[config.mk]
export PLATFORM = sky130hd
export DESIGN_NAME = qcbi_lerp_stage
export DESIGN_NICKNAME = d
export VERILOG_FILES = /design/src/hdl/quad_clip_bilinear_interp_macros.svh /design/src/hdl/qcbi_pkg.sv /design/src/hdl/qcbi_lerp_stage.sv
export SDC_FILE = /design/constraint.sdc
export NUM_CORES = 2
export LEC_CHECK = 0
export ABC_CLOCK_PERIOD_IN_PS = 10100
export BUFFER_PORTS_ARGS = -buffer_cell sky130_fd_sc_hd__buf_4
export CAP_MARGIN = 20
export CORE_MARGIN = 2
export CORE_UTILIZATION = 45
export DETAILED_ROUTE_END_ITERATION = 7
export PLACE_DENSITY = 0.68
export SETUP_SLACK_MARGIN = 0.15
export SKIP_CTS_REPAIR_TIMING = 1
export SYNTH_ARGS = -nofsm -noshare
export SYNTH_HDL_FRONTEND = slang
export SYNTH_SLANG_ARGS = --single-unit
[constraint.sdc]
create_clock -name aclk -period 10.1 [get_ports aclk]
set_input_delay 0 -clock aclk [delete_from_list [all_inputs] [get_ports aclk]]
set_output_delay 0 -clock aclk [all_outputs]
set_load 0.005 [all_outputs]
[src/hdl/quad_clip_bilinear_interp_macros.svh]
// ---------------------------------------------------------------------------
// quad_clip_bilinear_interp assertion macros
// Shared property shorthands for the clip/interpolation block.
// ---------------------------------------------------------------------------
`ifndef QUAD_CLIP_BILINEAR_INTERP_MACROS_SVH
`define QUAD_CLIP_BILINEAR_INTERP_MACROS_SVH

// same-cycle implication, disabled while in reset
`define QCBI_ASSERT_SAME(label, clk, rst_n, ante, cons, msg) \
    label: assert property (@(posedge clk) disable iff (!rst_n) (ante) |-> (cons)) \
        else $error(msg);

// next-cycle implication, disabled while in reset
`define QCBI_ASSERT_NEXT(label, clk, rst_n, ante, cons, msg) \
    label: assert property (@(posedge clk) disable iff (!rst_n) (ante) |=> (cons)) \
        else $error(msg);

`endif

[src/hdl/qcbi_pkg.sv]
// ---------------------------------------------------------------------------
// qcbi_pkg
// Types, register codes and interpolation helpers for the quad clip block.
// ---------------------------------------------------------------------------
package qcbi_pkg;

    localparam int COORD_W  = 16;
    localparam int FRAC_W   = 16;
    localparam int COLOUR_W = 8;
    localparam int LERP_W   = COORD_W + 1;
    localparam int PROD_W   = 2 * (LERP_W + 1);

    typedef logic [FRAC_W:0] frac_t;

    localparam frac_t FRAC_ZERO = '0;
    localparam frac_t FRAC_ONE  = {1'b1, {FRAC_W{1'b0}}};

    typedef enum logic [3:0] {
        REG_QUAD_LT   = 4'd0,
        REG_QUAD_RB   = 4'd1,
        REG_TEX_LT    = 4'd2,
        REG_TEX_RB    = 4'd3,
        REG_COLOUR_LT = 4'd4,
        REG_COLOUR_RT = 4'd5,
        REG_COLOUR_LB = 4'd6,
        REG_COLOUR_RB = 4'd7
    } reg_index_t;

    localparam logic [1:0] CORNER_LT = 2'd0;
    localparam logic [1:0] CORNER_LB = 2'd1;
    localparam logic [1:0] CORNER_RT = 2'd2;
    localparam logic [1:0] CORNER_RB = 2'd3;

    typedef struct packed {
        logic                       clip_enable;
        logic signed [COORD_W-1:0]  clip_left;
        logic signed [COORD_W-1:0]  clip_top;
        logic signed [COORD_W-1:0]  clip_right;
        logic signed [COORD_W-1:0]  clip_bottom;
    } in_item_t;

    typedef struct packed {
        logic [1:0]                 corner;
        logic signed [COORD_W-1:0]  pos_x;
        logic signed [COORD_W-1:0]  pos_y;
        logic signed [COORD_W-1:0]  tex_u;
        logic signed [COORD_W-1:0]  tex_v;
        logic [COLOUR_W-1:0]        red;
        logic [COLOUR_W-1:0]        green;
        logic [COLOUR_W-1:0]        blue;
        logic [COLOUR_W-1:0]        alpha;
        logic                       last;
    } out_item_t;

    typedef struct packed {
        logic signed [COORD_W-1:0]  x;
        logic signed [COORD_W-1:0]  y;
        logic signed [COORD_W-1:0]  u;
        logic signed [COORD_W-1:0]  v;
        logic [COLOUR_W-1:0]        r;
        logic [COLOUR_W-1:0]        g;
        logic [COLOUR_W-1:0]        b;
        logic [COLOUR_W-1:0]        a;
    } vtx_t;

    typedef struct packed {
        logic start;
        logic step;
    } div_ctrl_t;

    // a + round(t * (b - a)), halves toward plus infinity
    function automatic logic signed [LERP_W-1:0] lerp1(
        input logic signed [LERP_W-1:0] a,
        input logic signed [LERP_W-1:0] b,
        input frac_t                    t
    );
        logic signed [LERP_W:0]   d;
        logic signed [PROD_W-1:0] p;
        d = (LERP_W+1)'(b) - (LERP_W+1)'(a);
        p = $signed({1'b0, t}) * d;
        p = p + (PROD_W'(1) <<< (FRAC_W - 1));
        return a + p[FRAC_W+LERP_W-1:FRAC_W];
    endfunction

    function automatic logic signed [LERP_W-1:0] cext(input logic [COLOUR_W-1:0] c);
        return LERP_W'($signed({1'b0, c}));
    endfunction

    function automatic vtx_t lerp_vtx(input vtx_t a, input vtx_t b, input frac_t t);
        vtx_t r;
        r.x = COORD_W'(lerp1(LERP_W'(a.x), LERP_W'(b.x), t));
        r.y = COORD_W'(lerp1(LERP_W'(a.y), LERP_W'(b.y), t));
        r.u = COORD_W'(lerp1(LERP_W'(a.u), LERP_W'(b.u), t));
        r.v = COORD_W'(lerp1(LERP_W'(a.v), LERP_W'(b.v), t));
        r.r = COLOUR_W'(lerp1(cext(a.r), cext(b.r), t));
        r.g = COLOUR_W'(lerp1(cext(a.g), cext(b.g), t));
        r.b = COLOUR_W'(lerp1(cext(a.b), cext(b.b), t));
        r.a = COLOUR_W'(lerp1(cext(a.a), cext(b.a), t));
        return r;
    endfunction

endpackage

[src/hdl/qcbi_lerp_stage.sv]
// ---------------------------------------------------------------------------
// qcbi_lerp_stage
// Registered linear blend of two vertices across all eight channels.
// ---------------------------------------------------------------------------
module qcbi_lerp_stage (
    input  logic             aclk,
    input  logic             en,
    input  qcbi_pkg::vtx_t   a,
    input  qcbi_pkg::vtx_t   b,
    input  qcbi_pkg::frac_t  t,
    output qcbi_pkg::vtx_t   q
);
    import qcbi_pkg::*;

    vtx_t q_reg;

    always_ff @(posedge aclk) begin
        if (en) begin
            q_reg <= lerp_vtx(a, b, t);
        end
    end

    assign q = q_reg;

endmodule

==> impl_metrics.py <==
metrics = {
    "drt": {
        "vias_per_cell": 5.17,
        "route.layer.met1.wl_um": 71400,
        "drc": 0,
        "avgRoutedWirePerCell_um": 17.5,
        "ant_nets": 0,
        "drt_first_iter_violations": 2600,
        "route.vias.total": 48900,
        "wl_met2_um": 80900,
        "wl_met3_um": 9900,
        "dr.max_layer_used": "met5",
        "firstDrtPassIters": 5,
        "wirelength_um": 165000,
    },
    "setup_path": {
        "critPathLaunchType": "input pin",
        "crit_arrival_ps": 9480,
        "slowest_delay_ps": 520,
        "cp_common_cell": "fa_1",
        "cp.depth": 42,
        "critPathCapture": "q[95]",
        "cp_top_family": "adder cells",
        "worstSetupEndpointType": "flip-flop",
        "path_class": "in2reg",
        "worstPathRequired_ps": 10320,
        "cp_max_fo": 17,
        "cp_slowest_cell": "fa_1",
        "critPathLaunch": "a[82]",
        "path_buf_inv": 7,
    },
    "clock_tree": {
        "cts_tree": "built",
        "cts_root_buffer": "clkbuf_16",
        "cts.clk_slew.worst_paths_ps": 80,
        "clockBufferDepth": 2,
        "clock_sinks": 96,
        "htree_levels": 3,
        "cts_made_buffers": 9,
    },
    "timing": {
        "worst_slack_ps": 839,
        "min_period_ps": 9260,
        "maxSlewViolCount": 0,
        "final-setup-viol-count": 0,
        "final.period_utilization": 0.917,
        "fmax_mhz": 108,
        "tns_ps": 0,
        "grt_setup_unrepaired": "no",
        "worst_pin_slew_ps": 1220,
        "final-hold-violation-count": 0,
        "max_slew_margin": 0.183,
    },
    "floorplanning": {
        "start_util": 0.455,
        "fp.dieW_um": 383,
        "core_mm2": 0.142,
        "num_rows": 138,
        "dieArea_mm2": 0.146,
        "ios": 307,
        "die_h_um": 383,
    },
    "outcome": {
        "status": "completed",
    },
    "yosys": {
        "syn_area_mm2": 0.0645,
        "avgSynthCellArea_um2": 8.78,
        "synth_nets": 9707,
        "synth_top_cell_by_area": "fa_1",
        "ys_seq_area_frac": 0.0447,
        "yosysTopAreaCellShare": 0.413,
        "synth-seq-cells": 96,
        "yosysWarnings": 0,
        "synth.top_cells.by_count": "inv_1, fa_1, nand2_1",
        "syn_inst": 7352,
        "synth_most_common_cell": "inv_1",
        "ys_types": 76,
        "synth_enable_flop_cells": 96,
        "async_reset_ff_frac": 0,
        "synth-main-ff-cell": "edfxtp_1",
        "synth_area_leaders": "fa_1, ha_1, inv_1",
    },
    "layout": {
        "drive_above_1_share": 0.0821,
        "nNetsFinal": 9918,
        "area_growth_pct": 8.53,
        "largest_reg_flops": 96,
        "stdcell_area_mm2": 0.0700,
        "final_cells": 9463,
    },
    "global_routing": {
        "grt_max_degree": 66,
        "gr-total-overflow": 0,
        "grt_antenna_before_repair": 7,
        "grt_usage": 0.233,
        "grt_pass1_vias": 53100,
        "grt_pass1_wl_um": 274000,
    },
    "placement": {
        "placed_area_mm2": 0.0695,
        "routabilityCongestion": 0.872,
        "dpl_worst_slack_ps": 90.9,
        "post-dp-hpwl_um": 129000,
        "port_buffers": 306,
        "dp.cells": 9422,
    },
    "hold_path": {
        "hp-class": "in2reg",
    },
    "job": {
        "maxCapViolCount": 0,
    },
}
[placed cells by master (no fill, tap or decap), types with 7 or more instances in the layout]
cell | synthesis | routed
inv_1 | 1784 | 1784
fa_1 | 1332 | 1332
nand2_1 | 978 | 978
ha_1 | 812 | 812
and2_1 | 503 | 503
buf_4 | 1 | 479
xnor2_1 | 209 | 200
nor2_1 | 176 | 175
a21oi_1 | 165 | 165
nor2b_1 | 152 | 152
nand2b_1 | 108 | 108
edfxtp_1 | 96 | 96
or2_2 | 83 | 83
o21ai_0 | 78 | 78
a21o_1 | 68 | 68
xor2_1 | 63 | 60
nor3_1 | 48 | 48
nand3_1 | 48 | 48
and3_1 | 47 | 47
o21a_1 | 35 | 35
o21bai_1 | 25 | 25
or3_1 | 19 | 19
a31oi_1 | 17 | 17
dlygate4sd3_1 | 0 | 17
nand4_1 | 16 | 16
a211oi_1 | 17 | 16
o211ai_1 | 13 | 13
o31ai_1 | 12 | 12
mux2_2 | 11 | 11
xnor2_2 | 0 | 9
clkbuf_16 | 0 | 9
o31a_1 | 8 | 8
o41ai_1 | 7 | 7
o2111ai_1 | 7 | 7
mux2i_1 | 7 | 7
[metrics by stage]
step / hold WS [ps] / utilization
finish: 2.95 / 0.493
global route: 3.33 / 0.493
CTS: -201 / 0.492
detailed placement: 315 / 0.490
global placement: 315 / 0.490
floorplan: 112 / -
[metal layers]
layer	vias to the layer above	track usage
met5	-	0
met4	6	0.0576
met3	193	0.0282
met2	1416	0.398
met1	24900	0.315
li1	22400	-
[worst min path at each step]
stage           from     to  depth (start not counted)  slack (ps)
6_report       a[52]  q[52]                          3           3
5_1_grt        a[43]  q[43]                          3           3
4_1_cts        a[32]  q[32]                          2        -200
3_5_place_dp   a[24]  q[24]                          2         320
3_3_place_gp   a[24]  q[24]                          2         310
2_1_floorplan     en   q[0]                          0         110
[cells by family (layout without fill, tap and decap cells)]
kind of cell,count (synthesis),count (layout),synth area share
other,0,5,0
multiplexers,18,18,0.00301
adder cells (fa/ha/maj),2144,2144,0.571
buffers and inverters,2086,2302,0.121
flip-flops,96,96,0.0447
AO/OA/AOI/OAI,519,519,0.0527
AND/OR/NAND/NOR,2213,2213,0.169
XOR/XNOR,276,276,0.0383
[layout make-up]
cell class,instances,area [um^2]
diodes,5,12.5
clock buffers,11,233
clock inverters,5,57.6
fillers,13300,71900
inverters,1784,6700
multi-input cells,5170,53900
flip-flops and latches,96,2880
well taps,1890,2360
repair buffers,502,3880
Power is left out: the tool's default activity adds up to more than one toggle a clock period on the data nets, which glitch-free logic cannot reach.
