--- config.mk ---
export PLATFORM = sky130hd
export DESIGN_NAME = qcbi_div_lane
export DESIGN_NICKNAME = d
export VERILOG_FILES = /design/src/hdl/quad_clip_bilinear_interp_macros.svh /design/src/hdl/qcbi_pkg.sv /design/src/hdl/qcbi_div_lane.sv
export SDC_FILE = /design/constraint.sdc
export NUM_CORES = 1
export LEC_CHECK = 0
export BUFFER_PORTS_ARGS = -buffer_cell sky130_fd_sc_hd__buf_2
export CORE_AREA = 8 8 151 118
export CTS_CLUSTER_DIAMETER = 50
export CTS_CLUSTER_SIZE = 20
export DETAILED_ROUTE_END_ITERATION = 8
export DIE_AREA = 0 0 159 126
export PLACE_DENSITY = 0.79
export SETUP_SLACK_MARGIN = 0.5
export SYNTH_ARGS = -nofsm -noshare
export SYNTH_HDL_FRONTEND = slang
export SYNTH_SLANG_ARGS = --single-unit
--- constraint.sdc ---
create_clock -name aclk -period 9.32 [get_ports aclk]
set_clock_uncertainty 0.1 [all_clocks]
set_input_delay 1.398 -clock aclk [delete_from_list [all_inputs] [get_ports aclk]]
set_output_delay 1.398 -clock aclk [all_outputs]
set_load 0.02 [all_outputs]
--- src/hdl/quad_clip_bilinear_interp_macros.svh ---
// ---------------------------------------------------------------------------
// quad_clip_bilinear_interp assertion macros
// Shared property shorthands for the clip/interpolation block.
// ---------------------------------------------------------------------------
`ifndef QUAD_CLIP_BILINEAR_INTERP_MACROS_SVH
`define QUAD_CLIP_BILINEAR_INTERP_MACROS_SVH

// same-cycle implication, disabled while in reset
`define QCBI_ASSERT_SAME(label, clk, rst_n, ante, cons, msg) \
    label: assert property (@(posedge clk) disable iff (!rst_n) (ante) |-> (cons)) \
        else $error(msg);

// next-cycle implication, disabled while in reset
`define QCBI_ASSERT_NEXT(label, clk, rst_n, ante, cons, msg) \
    label: assert property (@(posedge clk) disable iff (!rst_n) (ante) |=> (cons)) \
        else $error(msg);

`endif

--- src/hdl/qcbi_pkg.sv ---
// ---------------------------------------------------------------------------
// qcbi_pkg
// Types, register codes and interpolation helpers for the quad clip block.
// ---------------------------------------------------------------------------
package qcbi_pkg;

    localparam int COORD_W  = 16;
    localparam int FRAC_W   = 16;
    localparam int COLOUR_W = 8;
    localparam int LERP_W   = COORD_W + 1;
    localparam int PROD_W   = 2 * (LERP_W + 1);

    typedef logic [FRAC_W:0] frac_t;

    localparam frac_t FRAC_ZERO = '0;
    localparam frac_t FRAC_ONE  = {1'b1, {FRAC_W{1'b0}}};

    typedef enum logic [3:0] {
        REG_QUAD_LT   = 4'd0,
        REG_QUAD_RB   = 4'd1,
        REG_TEX_LT    = 4'd2,
        REG_TEX_RB    = 4'd3,
        REG_COLOUR_LT = 4'd4,
        REG_COLOUR_RT = 4'd5,
        REG_COLOUR_LB = 4'd6,
        REG_COLOUR_RB = 4'd7
    } reg_index_t;

    localparam logic [1:0] CORNER_LT = 2'd0;
    localparam logic [1:0] CORNER_LB = 2'd1;
    localparam logic [1:0] CORNER_RT = 2'd2;
    localparam logic [1:0] CORNER_RB = 2'd3;

    typedef struct packed {
        logic                       clip_enable;
        logic signed [COORD_W-1:0]  clip_left;
        logic signed [COORD_W-1:0]  clip_top;
        logic signed [COORD_W-1:0]  clip_right;
        logic signed [COORD_W-1:0]  clip_bottom;
    } in_item_t;

    typedef struct packed {
        logic [1:0]                 corner;
        logic signed [COORD_W-1:0]  pos_x;
        logic signed [COORD_W-1:0]  pos_y;
        logic signed [COORD_W-1:0]  tex_u;
        logic signed [COORD_W-1:0]  tex_v;
        logic [COLOUR_W-1:0]        red;
        logic [COLOUR_W-1:0]        green;
        logic [COLOUR_W-1:0]        blue;
        logic [COLOUR_W-1:0]        alpha;
        logic                       last;
    } out_item_t;

    typedef struct packed {
        logic signed [COORD_W-1:0]  x;
        logic signed [COORD_W-1:0]  y;
        logic signed [COORD_W-1:0]  u;
        logic signed [COORD_W-1:0]  v;
        logic [COLOUR_W-1:0]        r;
        logic [COLOUR_W-1:0]        g;
        logic [COLOUR_W-1:0]        b;
        logic [COLOUR_W-1:0]        a;
    } vtx_t;

    typedef struct packed {
        logic start;
        logic step;
    } div_ctrl_t;

    // a + round(t * (b - a)), halves toward plus infinity
    function automatic logic signed [LERP_W-1:0] lerp1(
        input logic signed [LERP_W-1:0] a,
        input logic signed [LERP_W-1:0] b,
        input frac_t                    t
    );
        logic signed [LERP_W:0]   d;
        logic signed [PROD_W-1:0] p;
        d = (LERP_W+1)'(b) - (LERP_W+1)'(a);
        p = $signed({1'b0, t}) * d;
        p = p + (PROD_W'(1) <<< (FRAC_W - 1));
        return a + p[FRAC_W+LERP_W-1:FRAC_W];
    endfunction

    function automatic logic signed [LERP_W-1:0] cext(input logic [COLOUR_W-1:0] c);
        return LERP_W'($signed({1'b0, c}));
    endfunction

    function automatic vtx_t lerp_vtx(input vtx_t a, input vtx_t b, input frac_t t);
        vtx_t r;
        r.x = COORD_W'(lerp1(LERP_W'(a.x), LERP_W'(b.x), t));
        r.y = COORD_W'(lerp1(LERP_W'(a.y), LERP_W'(b.y), t));
        r.u = COORD_W'(lerp1(LERP_W'(a.u), LERP_W'(b.u), t));
        r.v = COORD_W'(lerp1(LERP_W'(a.v), LERP_W'(b.v), t));
        r.r = COLOUR_W'(lerp1(cext(a.r), cext(b.r), t));
        r.g = COLOUR_W'(lerp1(cext(a.g), cext(b.g), t));
        r.b = COLOUR_W'(lerp1(cext(a.b), cext(b.b), t));
        r.a = COLOUR_W'(lerp1(cext(a.a), cext(b.a), t));
        return r;
    endfunction

endpackage

--- src/hdl/qcbi_div_lane.sv ---
// ---------------------------------------------------------------------------
// qcbi_div_lane
// One fraction lane: clamped (pos - lo) / (hi - lo) in Q1.16, 4 bits a cycle while ctrl.step is set.
// ---------------------------------------------------------------------------
module qcbi_div_lane (
    input  logic                                  aclk,
    input  qcbi_pkg::div_ctrl_t                   ctrl,
    input  logic signed [qcbi_pkg::COORD_W-1:0]   pos,
    input  logic signed [qcbi_pkg::COORD_W-1:0]   lo,
    input  logic signed [qcbi_pkg::COORD_W-1:0]   hi,
    output qcbi_pkg::frac_t                       frac
);
    import qcbi_pkg::*;

    localparam logic [1:0] MODE_ZERO = 2'd0;
    localparam logic [1:0] MODE_FULL = 2'd1;
    localparam logic [1:0] MODE_DIV  = 2'd2;
    localparam int STEPS = 4;

    logic [1:0]          mode_reg;
    logic [COORD_W-1:0]  rem_reg, rem_next;
    logic [COORD_W-1:0]  low_reg, low_next;
    logic [COORD_W-1:0]  quo_reg, quo_next;
    logic [COORD_W-1:0]  w_reg;
    logic signed [COORD_W:0] w_full, n_full;
    logic [COORD_W:0]    trial;

    assign w_full = (COORD_W+1)'(hi) - (COORD_W+1)'(lo);
    assign n_full = (COORD_W+1)'(pos) - (COORD_W+1)'(lo);

    // restoring long division; in MODE_DIV the remainder stays below the width
    always_comb begin
        rem_next = rem_reg;
        low_next = low_reg;
        quo_next = quo_reg;
        trial    = '0;
        for (int i = 0; i < STEPS; i++) begin
            trial    = {rem_next, low_next[COORD_W-1]};
            low_next = {low_next[COORD_W-2:0], 1'b0};
            if (trial >= {1'b0, w_reg}) begin
                rem_next = COORD_W'(trial - {1'b0, w_reg});
                quo_next = {quo_next[COORD_W-2:0], 1'b1};
            end else begin
                rem_next = trial[COORD_W-1:0];
                quo_next = {quo_next[COORD_W-2:0], 1'b0};
            end
        end
    end

    always_ff @(posedge aclk) begin
        if (ctrl.start) begin
            if (w_full <= 0 || n_full <= 0) begin
                mode_reg <= MODE_ZERO;
            end else if (n_full >= w_full) begin
                mode_reg <= MODE_FULL;
            end else begin
                mode_reg <= MODE_DIV;
            end
            rem_reg <= n_full[COORD_W-1:0];
            low_reg <= w_full[COORD_W:1];
            w_reg   <= w_full[COORD_W-1:0];
            quo_reg <= '0;
        end else if (ctrl.step) begin
            rem_reg <= rem_next;
            low_reg <= low_next;
            quo_reg <= quo_next;
        end
    end

    always_comb begin
        case (mode_reg)
            MODE_FULL: frac = FRAC_ONE;
            MODE_DIV:  frac = {1'b0, quo_reg};
            default:   frac = FRAC_ZERO;
        endcase
    end

endmodule

==> results of run 1 <==
-- through the flow --
step | area [um2] | setup WS (ns) | cells | hold WS (ns) | setup TNS (ns)
2_1_floorplan | 8660 | 0.520 | 985 | 0.352 | 0
3_3_place_gp | 9470 | -0.0281 | 1284 | 0.368 | -0.0281
3_5_place_dp | 9470 | -0.271 | 1284 | 0.378 | -2.56
4_1_cts | 10400 | 0.380 | 1343 | 0.394 | 0
5_1_grt | 10800 | -0.224 | 1363 | 0.434 | -2.28
6_report | 10800 | 0.0221 | 1363 | 0.392 | 0
-- metal layers --
layer / up-vias / routed length, um
met2: 556 / 11700
met1: 4020 / 12400
met5: - / 0
met4: 0 / 1380
li1: 4004 / -
met3: 109 / 3690
-- logic make-up after synthesis --
family                   after synthesis  share of synthesized area
flip-flops                            66                      0.216
AO/OA/AOI/OAI                        267                      0.224
AND/OR/NAND/NOR                      287                      0.177
buffers and inverters                119                     0.0548
multiplexers                          60                     0.0762
adder cells (fa/ha/maj)              119                      0.182
XOR/XNOR                              67                     0.0696
-- tightest hold or removal path: cells and delay by family (launching register included) --
kind             cells  cell delay, ns
DFF                  1            0.32
muxes                1            0.07
and+or+nand+nor      1            0.07
-- Yosys cell counts (4+ instances only) --
cell type	instances
xnor2_1	47
nor2b_1	18
or2_2	8
nor4_1	9
mux2_2	33
a221o_1	8
dfxtp_1	16
o21ai_0	36
o211ai_1	7
nand3_1	24
or3_1	9
and2_1	22
xor2_1	20
edfxtp_1	50
a211o_1	4
and3_1	8
o21bai_1	11
a31o_2	4
o2111ai_1	4
a2111oi_0	7
or4_1	6
a21boi_0	6
a211oi_1	17
a31oi_1	9
fa_1	6
nand2b_1	9
a21oi_1	70
clkbuf_1	15
nand2_1	48
nor3_1	19
nor2_1	72
o31a_1	5
o31ai_1	12
nand4_1	18
mux2i_1	27
ha_1	113
o21a_1	18
inv_1	98
a21o_1	18
-- cell type report --
cell class                      instances  area, um2
Timing Repair Buffer                  171       1160
Clock inverter                          5       37.5
Tap cell                              210        263
Inverter                               98        370
Clock buffer                           11        243
Fill cell                            1125       4740
Multi-Input combinational cell        802       6880
Sequential cell                        66       1820
-- path summary, 6_finish.rpt --
check | end | slack [ns] | from
max reg2reg | rem_reg[9]$_DFFE_PP_ | 0.02 | w_reg[14]$_DFFE_PP_
min reg2reg | quo_reg[13]$_SDFFE_PP0P_ | 0.39 | quo_reg[13]$_SDFFE_PP0P_
min | quo_reg[13]$_SDFFE_PP0P_ | 0.39 | quo_reg[13]$_SDFFE_PP0P_
max | rem_reg[9]$_DFFE_PP_ | 0.02 | w_reg[14]$_DFFE_PP_
-- repair_timing --
| item | 4_1_cts | 5_1_grt |
|---|---|---|
| setup endpoints to repair | 17 | 17 |
| hold buffers | 0 | 0 |
| pin swaps | 45 | 26 |
| setup buffers | 41 | 20 |
| gates resized for setup | 65 | 55 |
| cloned | 2 | 0 |
==> results.toml, run 1 <==
[global_route]
grt_start_max_net_pins = 72
grt_busiest_layer = "met2"
global_route.usage.met1 = 0.366
vias_in_the_first_global_route = 8272
number_of_antenna_violations_at_the_first_check_in_global_routing = 0
grt_remaining_overflow = 0
grt_pass1_wl_um = 43700
gr-usage-met2 = 0.377
gr_layer_usage_met3 = 0.0928
grt_usage = 0.269

[floorplanning]
fp.coreArea_mm2 = 0.0155
initial_utilization = 0.543
floorplan_die_area_mm2 = 0.0200
row_count = 40
chip_height_um = 126
io-pin-count = 68
die_w_um = 159

[outcome]
outcome = "finished, final reports clean"

[clocking]
root_buffer = "clkbuf_16"
numClockSinks = 66
cts_tree = "done"
clock_insertion_delay_worst_skew_ns = 0.33
cts_htree_levels = 3
clk_pin_slew_worst_paths_ns = 0.06
cts_buffer_depth = 2
cts-buffers-inserted = 9

[worst_setup_path]
worst-path-stages = 40
worst_setup_path_start_kind = "flop"
ff2ff_path_depth = 40
crit_path_end_kind = "flop"
timing.critical_path.buf_inv = 6
cpMaxStageDelayCell = "edfxtp_1"
cpLargestDelayFamily = "compound AO/OA/AOI/OAI gates"
slowest_delay_ns = 0.40
critical-path-top-cell-by-count = "buf_6"
crit_path_max_fanout = 7
worst-endpoint-arrival_ns = 9.26
worst_ep_required_time_ns = 9.28
crit_type = "reg2reg"

[synth]
synthesis.instances = 985
synth-edff-count = 50
synth-warning-count = 0
synth_seq_cells = 66
synthDominantCellAreaShare = 0.178
share_of_synthesized_area_occupied_by_flip_flops_and_latches = 0.216
syn_area_per_cell_um2 = 8.55
share_of_flip_flops_with_an_asynchronous_set_or_reset = 0
most_instantiated_flip_flop_cell_in_the_synthesis_netlist = "edfxtp_1"
yosys.cell_types.count = 78
synth_area_leaders = "edfxtp_1 (18%), ha_1 (17%), xnor2_1 (4.9%)"
synth.largest_area_cell = "edfxtp_1"
synth_area_mm2 = 0.00843
mappedNetlistNets = 1155

[route]
vias_per_cell = 6.37
drt_total_wl_um = 29100
ant_nets = 0
post-route-drc-count = 0
drt_iter0_drc = 983
num_vias = 8689
detail_route.wl_per_cell_um = 21.4
detail_route.first_pass.iterations = 7

[placed_design]
place_congestion = 1.03
numPortBuffers = 67
detailedPlacementHpwl_um = 20900

[final_layout]
num_antenna_cells = 0
final_cell_mix = "buf_4 (93), inv_1 (90), ha_1 (86)"
syn2layout_area_growth_pct = 27.9
commonest_non_fill_non_tap_cell_in_the_layout = "buf_4"
drive_gt1_frac = 0.297
finalCoreUtilization = 0.695
design.final.nets = 1318

[run]
maxCapViolations = 0

[timing]
hold_violations = 0
achievable-frequency_mhz = 108
timing.final.crit_share = 0.998
slew-limit-headroom = 0.223
rsz0062_at_grt = "yes"
timing.final.setup_violations = 0
final.min_clock_period_ns = 9.30
timing.final.max_slew_violations = 0
worst_slew_pin_slew_ns = 1.16

[worst_hold_path]
worst_hold_path_type = "reg2reg"
cells_on_worst_hold_path = 2
Power of run 1 is left out: the tool's default activity adds up to more than one toggle a clock period on the data nets, which glitch-free logic cannot reach.
==> run 2, diff against run 1 <==
- CORE_AREA: 8 8 151 118 -> 8 8 132 134
- DIE_AREA: 0 0 159 126 -> 0 0 140 142
- clock period: 9.32 -> 8.41 ns (I/O delays scaled with it)
==> run 2 against run 1 <==
The run now ends with setup timing left; register-to-register slack got worse by 0.94 ns; largest cell class unchanged; critical path depth decreased by 1; sequential cell count unchanged; critical endpoint is now rem_reg[8]$_DFFE_PP_.
==> results.toml, run 2 (same netlist as run 1, synthesis figures left out) <==
[outcome]
outcome = "complete, but fails checks"
failing_checks = "setup timing"

[final_layout]
drive_gt1_frac = 0.366
filler_cell_count = 981
design.final.nets = 1459
commonest_non_fill_non_tap_cell_in_the_layout = "buf_4"
num_antenna_cells = 0
finalCoreUtilization = 0.768
final_cell_mix = "buf_4 (235), ha_1 (91), inv_1 (90)"
syn2layout_area_growth_pct = 40.6

[clocking]
root_buffer = "clkbuf_16"
cts-buffers-inserted = 9
numClockSinks = 66
cts_htree_levels = 3
clock_insertion_delay_worst_skew_ns = 0.34
cts_tree = "done"
clk_pin_slew_worst_paths_ns = 0.06
cts_buffer_depth = 2
cts_hold_repair.buffers = 0

[worst_setup_path]
critical_path.startpoint = "w_reg[13]$_DFFE_PP_"
crit_type = "reg2reg"
worst_setup_path_start_kind = "flop"
cpMaxStageDelayCell = "o41a_1"
cpLargestDelayFamily = "compound AO/OA/AOI/OAI gates"
slowest_delay_ns = 0.43
timing.critical_path.buf_inv = 7
crit_path_max_fanout = 6
worst-endpoint-arrival_ns = 9.44
crit-reg2reg-launch = "w_reg[13]$_DFFE_PP_"
worst_ep_required_time_ns = 8.52
crit_path_end_kind = "flop"
reg2reg_setup_slack_ns = -0.92

[run]
maxCapViolations = 0

[worst_hold_path]
holdCritStartpoint = "quo_reg[14]$_SDFFE_PP0P_"
worst_hold_path_type = "reg2reg"

[timing]
final.setup.worst_slack_ns = -0.923
achievable-frequency_mhz = 107
worst_slew_pin_slew_ns = 0.991
rsz0062_at_grt = "yes"
timing.final.setup_violations = 17
timing.final.crit_share = 1.11
holdWs_ns = 0.392
timing.final.max_slew_violations = 0
slew-limit-headroom = 0.340
final.min_clock_period_ns = 9.33
hold_violations = 0

[route]
ant_nets = 0
vias_per_cell = 6.34
num_vias = 9419
detail_route.first_pass.iterations = 6
drt_iter0_drc = 1150
drt_total_wl_um = 31900
detail_route.wl_per_cell_um = 21.4
post-route-drc-count = 0

[global_route]
vias_in_the_first_global_route = 9616
grt_usage = 0.294
number_of_antenna_violations_at_the_first_check_in_global_routing = 1
grt_remaining_overflow = 0
grt_start_max_net_pins = 59
grt_pass1_wl_um = 46900

[floorplanning]
row_count = 46
die_w_um = 140
initial_utilization = 0.546
floorplan_die_area_mm2 = 0.0199
chip_height_um = 142
fp.coreArea_mm2 = 0.0154
io-pin-count = 68

[placed_design]
numPortBuffers = 67
place_congestion = 1.02
detailedPlacementHpwl_um = 22300
==> run 2: cell type report <==
cell class / instances / area (um2) / area share
Clock inverter: 4 / 25.0 / 0.00211
Tap cell: 192 / 240 / 0.0203
Timing Repair Buffer: 314 / 2260 / 0.191
Multi-Input combinational cell: 800 / 6830 / 0.576
Sequential cell: 66 / 1820 / 0.154
Clock buffer: 12 / 300 / 0.0254
Inverter: 98 / 370 / 0.0313
==> run 2: per-stage QoR <==
step                std cells  setup WS, ns  setup TNS (ns)  area [um2]
detailed placement       1438        -0.822          -12.31       10800
floorplan                 985        -0.379           -4.28        8680
global placement         1438        -0.535           -7.73       10800
finish                   1486        -0.923          -12.98       11800
global route             1486         -1.09          -15.17       11800
CTS                      1478        -0.405           -5.77       11500
==> run 2: path summary, 6_finish.rpt <==
path	to	depth (start not counted)
worst max-delay path	rem_reg[8]$_DFFE_PP_	39
worst min-delay path	quo_reg[14]$_SDFFE_PP0P_	2
worst max register to register	rem_reg[8]$_DFFE_PP_	39
worst min register to register	quo_reg[14]$_SDFFE_PP0P_	2
==> run 2: worst min-delay path, stage by stage, from the launching register on <==
cell and delay, ns:
dfxtp_1 0.32, mux2i_1 0.06, nor2_1 0.08
==> run 2: routing by layer <==
layer | GRT usage | up-vias | wire (um)
li1 | - | 4279 | -
met2 | 0.511 | 568 | 14900
met1 | 0.331 | 4387 | 12100
met3 | 0.0460 | 183 | 2650
met5 | 0 | - | 14
met4 | 0.193 | 2 | 2220
==> run 2: what timing repair did <==
| item | 4_1_cts | 5_1_grt |
|---|---|---|
| hold endpoints to repair | 0 | 0 |
| resized for setup | 59 | 43 |
| buffers inserted | 24 | 8 |
| setup endpoints to repair | 17 | 17 |
| pin swaps | 47 | 29 |
Power of run 2 is left out for the same reason.
